==> src/rtl/rior_pkg.sv <==
// Shared types and constants for the reliable in-order receiver.
// No dependencies; used by rior_store and reliable_in_order_receiver.
package rior_pkg;

  // Default sizes
  localparam int WINDOW_DEF   = 16;
  localparam int ID_BITS_DEF  = 16;
  localparam int TAG_BITS_DEF = 8;

  // Result status codes
  typedef enum logic [2:0] {
    ST_DELIVERED  = 3'd0,
    ST_UNRELIABLE = 3'd1,
    ST_LATE_DUP   = 3'd2,
    ST_PARKED     = 3'd3,
    ST_ALREADY    = 3'd4,
    ST_BEYOND     = 3'd5
  } status_t;

  // Update requests from the sequencer to the parked-packet store
  typedef struct packed {
    logic park;   // write tag and set valid at the park slot
    logic clear;  // drop valid at the drain slot
  } store_ctl_t;

endpackage

==> src/rtl/rior_store.sv <==
// Parked-packet store: per-slot valid flags and a tag memory with a registered read.
// Depends on rior_pkg (store_ctl_t).
module rior_store #(
  parameter int WINDOW    = rior_pkg::WINDOW_DEF,
  parameter int TAG_BITS  = rior_pkg::TAG_BITS_DEF,
  parameter int SLOT_BITS = $clog2(WINDOW)
) (
  input  logic                   clk,
  input  logic                   rst,
  input  rior_pkg::store_ctl_t   ctl,
  input  logic [SLOT_BITS-1:0]   wr_addr,
  input  logic [TAG_BITS-1:0]    wr_tag,
  input  logic [SLOT_BITS-1:0]   clr_addr,
  input  logic [SLOT_BITS-1:0]   q_addr,
  output logic                   q_valid,
  output logic [TAG_BITS-1:0]    rd_tag
);

  logic [WINDOW-1:0]   valid;
  logic [TAG_BITS-1:0] mem [WINDOW];

  // Valid flags, cleared at reset
  always_ff @(posedge clk) begin
    if (rst) begin
      valid <= '0;
    end else begin
      if (ctl.park) begin
        valid[wr_addr] <= 1'b1;
      end
      if (ctl.clear) begin
        valid[clr_addr] <= 1'b0;
      end
    end
  end

  assign q_valid = valid[q_addr];

  // Tag memory: one write port, one registered read port
  always_ff @(posedge clk) begin
    if (ctl.park) begin
      mem[wr_addr] <= wr_tag;
    end
    rd_tag <= mem[q_addr];
  end

endmodule

==> src/rtl/reliable_in_order_receiver.sv <==
// Top level of the reliable in-order receiver: packet classification and drain sequencer.
// Depends on rior_pkg and rior_store.

// A packet request is taken when start is high and busy is low; its first result
// shows on the result ports, marked by strobe, in the following cycle and is held
// for that one cycle only, since the receiver cannot stall. Unreliable, late,
// beyond-window and parked packets give one result and leave busy low, so a new
// packet may follow every cycle. The next expected packet gives its own result and
// then one result per cycle for each consecutive parked packet (up to WINDOW results
// in all); busy stays high while the chain drains, paced by the single read port of
// the tag memory. last marks the final result of each packet.
module reliable_in_order_receiver #(
  parameter int WINDOW   = rior_pkg::WINDOW_DEF,
  parameter int ID_BITS  = rior_pkg::ID_BITS_DEF,
  parameter int TAG_BITS = rior_pkg::TAG_BITS_DEF
) (
  input  logic                clk,
  input  logic                rst,
  input  logic                start,
  output logic                busy,
  input  logic                reliable,
  input  logic [ID_BITS-1:0]  packet_id,
  input  logic [TAG_BITS-1:0] buffer_tag,
  output logic                strobe,
  output logic                deliver_valid,
  output logic [TAG_BITS-1:0] deliver_tag,
  output logic                ack_valid,
  output logic [ID_BITS-1:0]  ack_id,
  output logic [2:0]          status,
  output logic                last
);

  localparam int SLOT_BITS = $clog2(WINDOW);
  localparam int CNT_BITS  = $clog2(WINDOW + 1);

  typedef enum logic [1:0] {
    S_IDLE  = 2'b01,
    S_DRAIN = 2'b10
  } state_t;

  state_t                state;
  logic [ID_BITS-1:0]    last_id;
  logic [SLOT_BITS-1:0]  last_slot;
  logic [SLOT_BITS-1:0]  drain_slot;
  logic [CNT_BITS-1:0]   count;

  logic                  accept;
  logic [ID_BITS:0]      id_ext;
  logic [ID_BITS:0]      last_ext;
  logic [ID_BITS:0]      diff;
  logic                  is_late;
  logic                  is_next;
  logic                  is_beyond;
  logic [SLOT_BITS:0]    park_sum;
  logic [SLOT_BITS-1:0]  park_slot;
  logic [SLOT_BITS-1:0]  next_slot;
  logic [SLOT_BITS-1:0]  after_slot;
  logic [SLOT_BITS-1:0]  q_addr;
  logic                  q_valid;
  logic [TAG_BITS-1:0]   rd_tag;
  logic [ID_BITS-1:0]    drain_id;
  logic                  first_cont;
  logic                  drain_cont;
  rior_pkg::store_ctl_t  ctl;

  function automatic logic [SLOT_BITS-1:0] slot_inc(input logic [SLOT_BITS-1:0] s);
    if (s == SLOT_BITS'(WINDOW - 1)) begin
      slot_inc = '0;
    end else begin
      slot_inc = s + 1'b1;
    end
  endfunction

  assign busy   = (state == S_DRAIN);
  assign accept = start && !busy;

  // Classify the incoming id against the last delivered one
  always_comb begin
    id_ext    = {1'b0, packet_id};
    last_ext  = {1'b0, last_id};
    diff      = id_ext - last_ext;
    is_late   = (id_ext <= last_ext);
    is_next   = (id_ext == last_ext + 1'b1);
    is_beyond = (diff > (ID_BITS + 1)'(WINDOW));
    // Slot of a parked id: last slot plus distance, folded once
    park_sum  = {1'b0, last_slot} + diff[SLOT_BITS:0];
    if (park_sum >= (SLOT_BITS + 1)'(WINDOW)) begin
      park_slot = SLOT_BITS'(park_sum - (SLOT_BITS + 1)'(WINDOW));
    end else begin
      park_slot = park_sum[SLOT_BITS-1:0];
    end
    next_slot  = slot_inc(last_slot);
    after_slot = slot_inc(next_slot);
  end

  // Store query: next drain slot while draining, else park or chain slot
  always_comb begin
    if (state == S_DRAIN) begin
      q_addr = slot_inc(drain_slot);
    end else if (is_next) begin
      q_addr = after_slot;
    end else begin
      q_addr = park_slot;
    end
    drain_id   = last_id + 1'b1;
    first_cont = (packet_id != '1) && q_valid;
    drain_cont = (drain_id != '1) && q_valid && (count < CNT_BITS'(WINDOW - 1));
    ctl.park   = accept && reliable && !is_late && !is_next && !is_beyond && !q_valid;
    ctl.clear  = (state == S_DRAIN);
  end

  rior_store #(
    .WINDOW    (WINDOW),
    .TAG_BITS  (TAG_BITS),
    .SLOT_BITS (SLOT_BITS)
  ) u_store (
    .clk      (clk),
    .rst      (rst),
    .ctl      (ctl),
    .wr_addr  (park_slot),
    .wr_tag   (buffer_tag),
    .clr_addr (drain_slot),
    .q_addr   (q_addr),
    .q_valid  (q_valid),
    .rd_tag   (rd_tag)
  );

  // Control: sequencer state, delivery point and result strobe
  always_ff @(posedge clk) begin
    if (rst) begin
      state     <= S_IDLE;
      strobe    <= 1'b0;
      last_id   <= '0;
      last_slot <= '0;
    end else begin
      strobe <= 1'b0;
      case (state)
        S_IDLE: begin
          if (accept) begin
            strobe <= 1'b1;
            if (reliable && is_next) begin
              last_id   <= packet_id;
              last_slot <= next_slot;
              if (first_cont) begin
                state <= S_DRAIN;
              end
            end
          end
        end
        S_DRAIN: begin
          strobe    <= 1'b1;
          last_id   <= drain_id;
          last_slot <= drain_slot;
          if (!drain_cont) begin
            state <= S_IDLE;
          end
        end
        default: begin
          state <= S_IDLE;
        end
      endcase
    end
  end

  // Result payload and drain bookkeeping
  always_ff @(posedge clk) begin
    if (state == S_DRAIN) begin
      deliver_valid <= 1'b1;
      deliver_tag   <= rd_tag;
      ack_valid     <= 1'b1;
      ack_id        <= drain_id;
      status        <= rior_pkg::ST_DELIVERED;
      last          <= !drain_cont;
      drain_slot    <= slot_inc(drain_slot);
      count         <= count + 1'b1;
    end else if (accept) begin
      deliver_valid <= 1'b0;
      deliver_tag   <= '0;
      ack_valid     <= 1'b0;
      ack_id        <= '0;
      last          <= 1'b1;
      drain_slot    <= after_slot;
      count         <= CNT_BITS'(1);
      if (!reliable) begin
        deliver_valid <= 1'b1;
        deliver_tag   <= buffer_tag;
        status        <= rior_pkg::ST_UNRELIABLE;
      end else if (is_late) begin
        status <= rior_pkg::ST_LATE_DUP;
      end else if (is_next) begin
        deliver_valid <= 1'b1;
        deliver_tag   <= buffer_tag;
        ack_valid     <= 1'b1;
        ack_id        <= packet_id;
        status        <= rior_pkg::ST_DELIVERED;
        last          <= !first_cont;
      end else if (is_beyond) begin
        status <= rior_pkg::ST_BEYOND;
      end else if (q_valid) begin
        status <= rior_pkg::ST_ALREADY;
      end else begin
        status <= rior_pkg::ST_PARKED;
      end
    end
  end

`ifndef SYNTHESIS
  // Every drain step produces a delivered result in the next cycle
  a_drain_delivers: assert property (@(posedge clk) disable iff (rst)
    (state == S_DRAIN) |=> (strobe && deliver_valid && ack_valid &&
                            status == rior_pkg::ST_DELIVERED))
    else $error("drain step without delivered result");

  // A non-final result is only ever followed by more draining
  a_not_last_busy: assert property (@(posedge clk) disable iff (rst)
    (strobe && !last) |-> (state == S_DRAIN))
    else $error("non-final result while sequencer idle");

  // Draining never runs past the highest id
  a_drain_id_range: assert property (@(posedge clk) disable iff (rst)
    (state == S_DRAIN) |-> (last_id != '1))
    else $error("drain beyond highest id");

  // One packet never yields more than WINDOW results
  a_drain_count: assert property (@(posedge clk) disable iff (rst)
    (state == S_DRAIN) |-> (count < CNT_BITS'(WINDOW)))
    else $error("drain count overrun");
`endif

endmodule

==> config.mk <==
export PLATFORM = sky130hd
export DESIGN_NAME = reliable_in_order_receiver
export DESIGN_NICKNAME = d
export VERILOG_FILES = /design/src/rtl/rior_pkg.sv /design/src/rtl/rior_store.sv /design/src/rtl/reliable_in_order_receiver.sv
export SDC_FILE = /design/constraint.sdc
export NUM_CORES = 1
export LEC_CHECK = 0
export BUFFER_PORTS_ARGS = -buffer_cell sky130_fd_sc_hd__buf_2
export CORE_AREA = 4 4 154 141
export DETAILED_ROUTE_END_ITERATION = 10
export DIE_AREA = 0 0 158 145
export GPL_TIMING_DRIVEN = 0
export PLACE_DENSITY = 0.78
export SLEW_MARGIN = 20
export SYNTH_ARGS = -nofsm -noshare
export SYNTH_HDL_FRONTEND = slang
export SYNTH_HIERARCHICAL = 1
export SYNTH_SLANG_ARGS = --single-unit
==> constraint.sdc <==
create_clock -name clk -period 8.6 [get_ports clk]
set_clock_uncertainty 0.1 [all_clocks]
set_input_delay 0.86 -clock clk [delete_from_list [all_inputs] [get_ports clk]]
set_output_delay 0.86 -clock clk [all_outputs]
set_load 0.03 [all_outputs]
==> results.py <==
metrics = {
    "worst_setup_path": {
        "critical_path_buf_inv_count": 3,
        "r2r_start": "last_id[1]",
        "slowest_stage": "nor4_1",
        "path_cells": "ha_1, nand3_2, buf_4, nor4_1, mux2i_1, o2111ai_1, nor4_2, mux2_2, o21ai_1, buf_6, buf_4, mux4_2, a22oi_1, nand2_1, nor4_1, nand2_1, nor2_1",
        "end_kind": "register",
        "cp.arrival_ps": 8180,
        "r2r_slack_ps": 440,
        "path_class": "reg2reg",
        "slowest_delay_ps": 920,
        "regToRegEndpoint": "u_store/mem[7][1]",
        "cp-endpoint": "u_store/mem[7][1]",
        "ff2ff_path_depth": 17,
        "cp_max_fo": 10,
        "path_delay_family": "simple AND/OR/NAND/NOR gates",
        "cp.required_ps": 8610,
        "critPathLaunchType": "register",
        "crit_start": "last_id[1]",
        "cp.depth": 17,
    },
    "synth": {
        "syn_nets": 1093,
        "synth_seq_area_share_pct": 50.23,
        "synth_edf_count": 162,
        "syn_area_mm2": 0.01176,
        "yosysUniqueCellTypes": 92,
        "ys_warn_count": 6,
        "syn_area_per_cell_um2": 11.35,
        "synthFlopType": "edfxtp_1",
        "synth_async_sr_flop_share_pct": 0,
        "syn_inst": 1036,
        "ys_ff_latch": 214,
    },
    "sta": {
        "min_period_ps": 8164,
        "timing.setup.tns_ps": 0,
        "hold_ws_ps": 365.5,
        "rsz0062_at_grt": "yes",
        "timing.final.ws_setup_ps": 435.9,
        "setup_viol": 0,
        "timing.final.crit_share_pct": 94.93,
        "finalHoldViolCount": 0,
        "drv_slew": 0,
        "worst_slew_pin_slew_ps": 1031,
        "slew_headroom_pct": 31.00,
        "clock.fmax_ghz": 0.1225,
    },
    "drt": {
        "vias": 9345,
        "viasPerCell": 6.713,
        "dr.first_iter.drc_count": 1210,
        "drc": 0,
        "drtAntennaViolNets": 0,
        "drt-pass1-iter-count": 5,
        "post_drt_wl_per_cell_um": 23.93,
        "wl_um": 33320,
    },
    "power_and_ir_drop": {
        "internal_power_mw": 1.791,
        "p_comb_share_pct": 8.8,
        "clock_power_share_pct": 42.8,
        "netSwitchingPower_uw": 542.0,
        "power_density_mw_per_mm2": 177.1,
        "swShare_pct": 23.23,
        "ir_worst_vdd_mv": 0.1190,
        "p_leak_nw": 4.655,
        "pwr-share-seq_pct": 48.4,
        "power_mw": 2.333,
    },
    "global_route": {
        "antenna_found_initial": 0,
        "grt_pass1_vias": 8584,
        "grt_pass1_wl_um": 50650,
        "grt_max_degree": 36,
        "overflow": 0,
        "grt_usage_pct": 28.44,
    },
    "cts": {
        "cts_root_buf": "clkbuf_16",
        "clkSlewWorstSetupHoldPaths_ps": 60,
        "cts_tree": "done",
        "clkLatencyLatePin_ps": 510,
        "cts_num_sinks": 214,
        "ctsHoldBuffers": 0,
        "cts_max_path_buffers": 3,
        "htree_levels": 1,
        "cts_buffers": 23,
    },
    "die": {
        "die_w_um": 158,
        "fp.coreArea_mm2": 0.01993,
        "die_h_um": 145,
        "io_pins": 60,
        "row_count": 49,
        "die_area_mm2": 0.02291,
        "start_util_pct": 59.00,
    },
    "final_layout": {
        "fillers": 1467,
        "layout-drive-gt1-share_pct": 15.74,
        "num_antenna_cells": 0,
        "final_net_count": 1179,
        "fin_util_pct": 66.12,
        "syn_to_final_growth_pct": 12.06,
    },
    "place": {
        "dpl_worst_slack_ps": 651.0,
        "io_buffers": 59,
        "globalplace.congestion": 0.9688,
        "dpl.hpwl_um": 23670,
    },
    "run_status": {
        "status": "completed",
    },
    "flow_run": {
        "drv_cap": 0,
    },
    "hold_path": {
        "min_path_type": "reg2reg",
    },
}
[power by group through the flow]
stage	clock network (mW)	logic, mW	registers (mW)
detailed placement	0	0.198	1.15
finish	1.00	0.205	1.13
CTS	1.00	0.199	1.13
floorplan	0	0.116	1.16
global route	1.05	0.219	1.13
global placement	0	0.193	1.15
[metal layers]
layer | vias up | global-route usage (%) | part of all wire, %
met5 | - | 0 | 0
met4 | 0 | 6.439 | 2.5
met3 | 85 | 6.939 | 13
met2 | 595 | 39.04 | 42
met1 | 4497 | 45.77 | 43
li1 | 4168 | - | -
[synthesized netlist by cell type (7+ instances only)]
cell type | number | area [um^2]
or3_1 | 12 | 75.07
and2_1 | 7 | 43.79
mux4_1 | 16 | 420.4
xnor2_1 | 27 | 236.5
mux2i_1 | 16 | 160.2
nand3_1 | 55 | 275.3
buf_1 | 7 | 26.28
a31oi_1 | 11 | 68.82
dfxtp_1 | 52 | 1041
o22ai_1 | 8 | 50.05
inv_1 | 44 | 165.2
o221ai_1 | 9 | 78.83
nor2_1 | 66 | 247.7
and3_1 | 9 | 56.30
nand2b_1 | 9 | 56.30
a21o_1 | 9 | 67.56
o21ai_0 | 38 | 190.2
mux4_2 | 20 | 450.4
o21a_1 | 15 | 112.6
a22oi_1 | 19 | 142.6
xor2_1 | 7 | 61.31
nor3_1 | 34 | 170.2
nand2_1 | 81 | 304.0
edfxtp_1 | 162 | 4865
clkbuf_1 | 31 | 116.4
a21oi_1 | 56 | 280.3
nand4_1 | 16 | 100.1
nor2b_1 | 12 | 75.07
a211oi_1 | 8 | 60.06
buf_2 | 13 | 65.06
ha_1 | 27 | 337.8
nor4_1 | 11 | 68.82
[timing repair]
action / 4_1_cts / 5_1_grt
setup endpoints to repair: 0 / 24
resized for setup: 0 / 1
buffers inserted: 0 / 0
[how the worst min path moves through the flow]
stage	start	endpoint	slack [ps]	cells past startpoint
floorplan	u_store/valid[1]	u_store/valid[1]	330	1
global placement	u_store/valid[0]	u_store/valid[0]	340	1
detailed placement	u_store/valid[1]	u_store/valid[1]	350	1
CTS	u_store/valid[1]	u_store/valid[1]	360	1
global route	u_store/valid[9]	u_store/valid[9]	380	1
finish	u_store/valid[3]	u_store/valid[3]	370	1
[logic make-up (layout without fill, tap and decap cells)]
| group | Yosys count | in the layout | share of synthesized area [%] |
|---|---|---|---|
| DFF | 214 | 214 | 50.23 |
| adders and majority gates | 29 | 29 | 3.214 |
| AOI/OAI and AO/OA | 231 | 231 | 13.23 |
| muxes | 53 | 53 | 8.865 |
| and+or+nand+nor | 360 | 360 | 16.55 |
| buffers and inverters | 110 | 211 | 4.406 |
| xor gates and xnor gates | 39 | 39 | 3.502 |
[registers in the layout, summed over array words and instances (netlist names)]
register	cells
last_id	16
status	3
count	5
ack_valid	1
last	1
ack_id	16
u_store/rd_tag	8
state	2
deliver_valid	1
drain_slot	4
u_store/valid	16
last_slot	4
u_store/mem	128
deliver_tag	8
strobe	1
[area by class of cell]
type	count	area [um^2]	share of cell area, %
repair buffers	61	305.3	2.317
clock buffers	27	610.6	4.635
flip-flops and latches	214	5906	44.83
clock inverters	13	147.6	1.121
well taps	255	319.1	2.422
multi-input cells	712	5368	40.74
inverters	45	168.9	1.282
plain buffers	65	349.1	2.650
[metrics by stage]
step | instance area [um^2] | std cells
final | 13170 | 1392
after global routing | 13170 | 1392
after CTS | 13170 | 1392
after detailed placement | 12410 | 1352
after global placement | 12370 | 1350
after floorplan | 11760 | 1036
[cell usage in the layout, fill, tap and decap left out, drive strengths merged, types with 15 or more instances in the layout]
cell type,netlist,layout
inv,45,46
nand3,57,57
nand2,82,82
dfxtp,52,52
a22oi,19,19
nor2,68,68
mux2i,16,16
edfxtp,162,162
o21ai,41,41
buf,31,92
clkbuf,33,60
xnor2,27,27
nor3,35,35
nand4,19,19
mux4,36,36
o21a,15,15
ha,27,27
a21oi,56,56
Note: power is estimated with default switching activity, not from simulation.
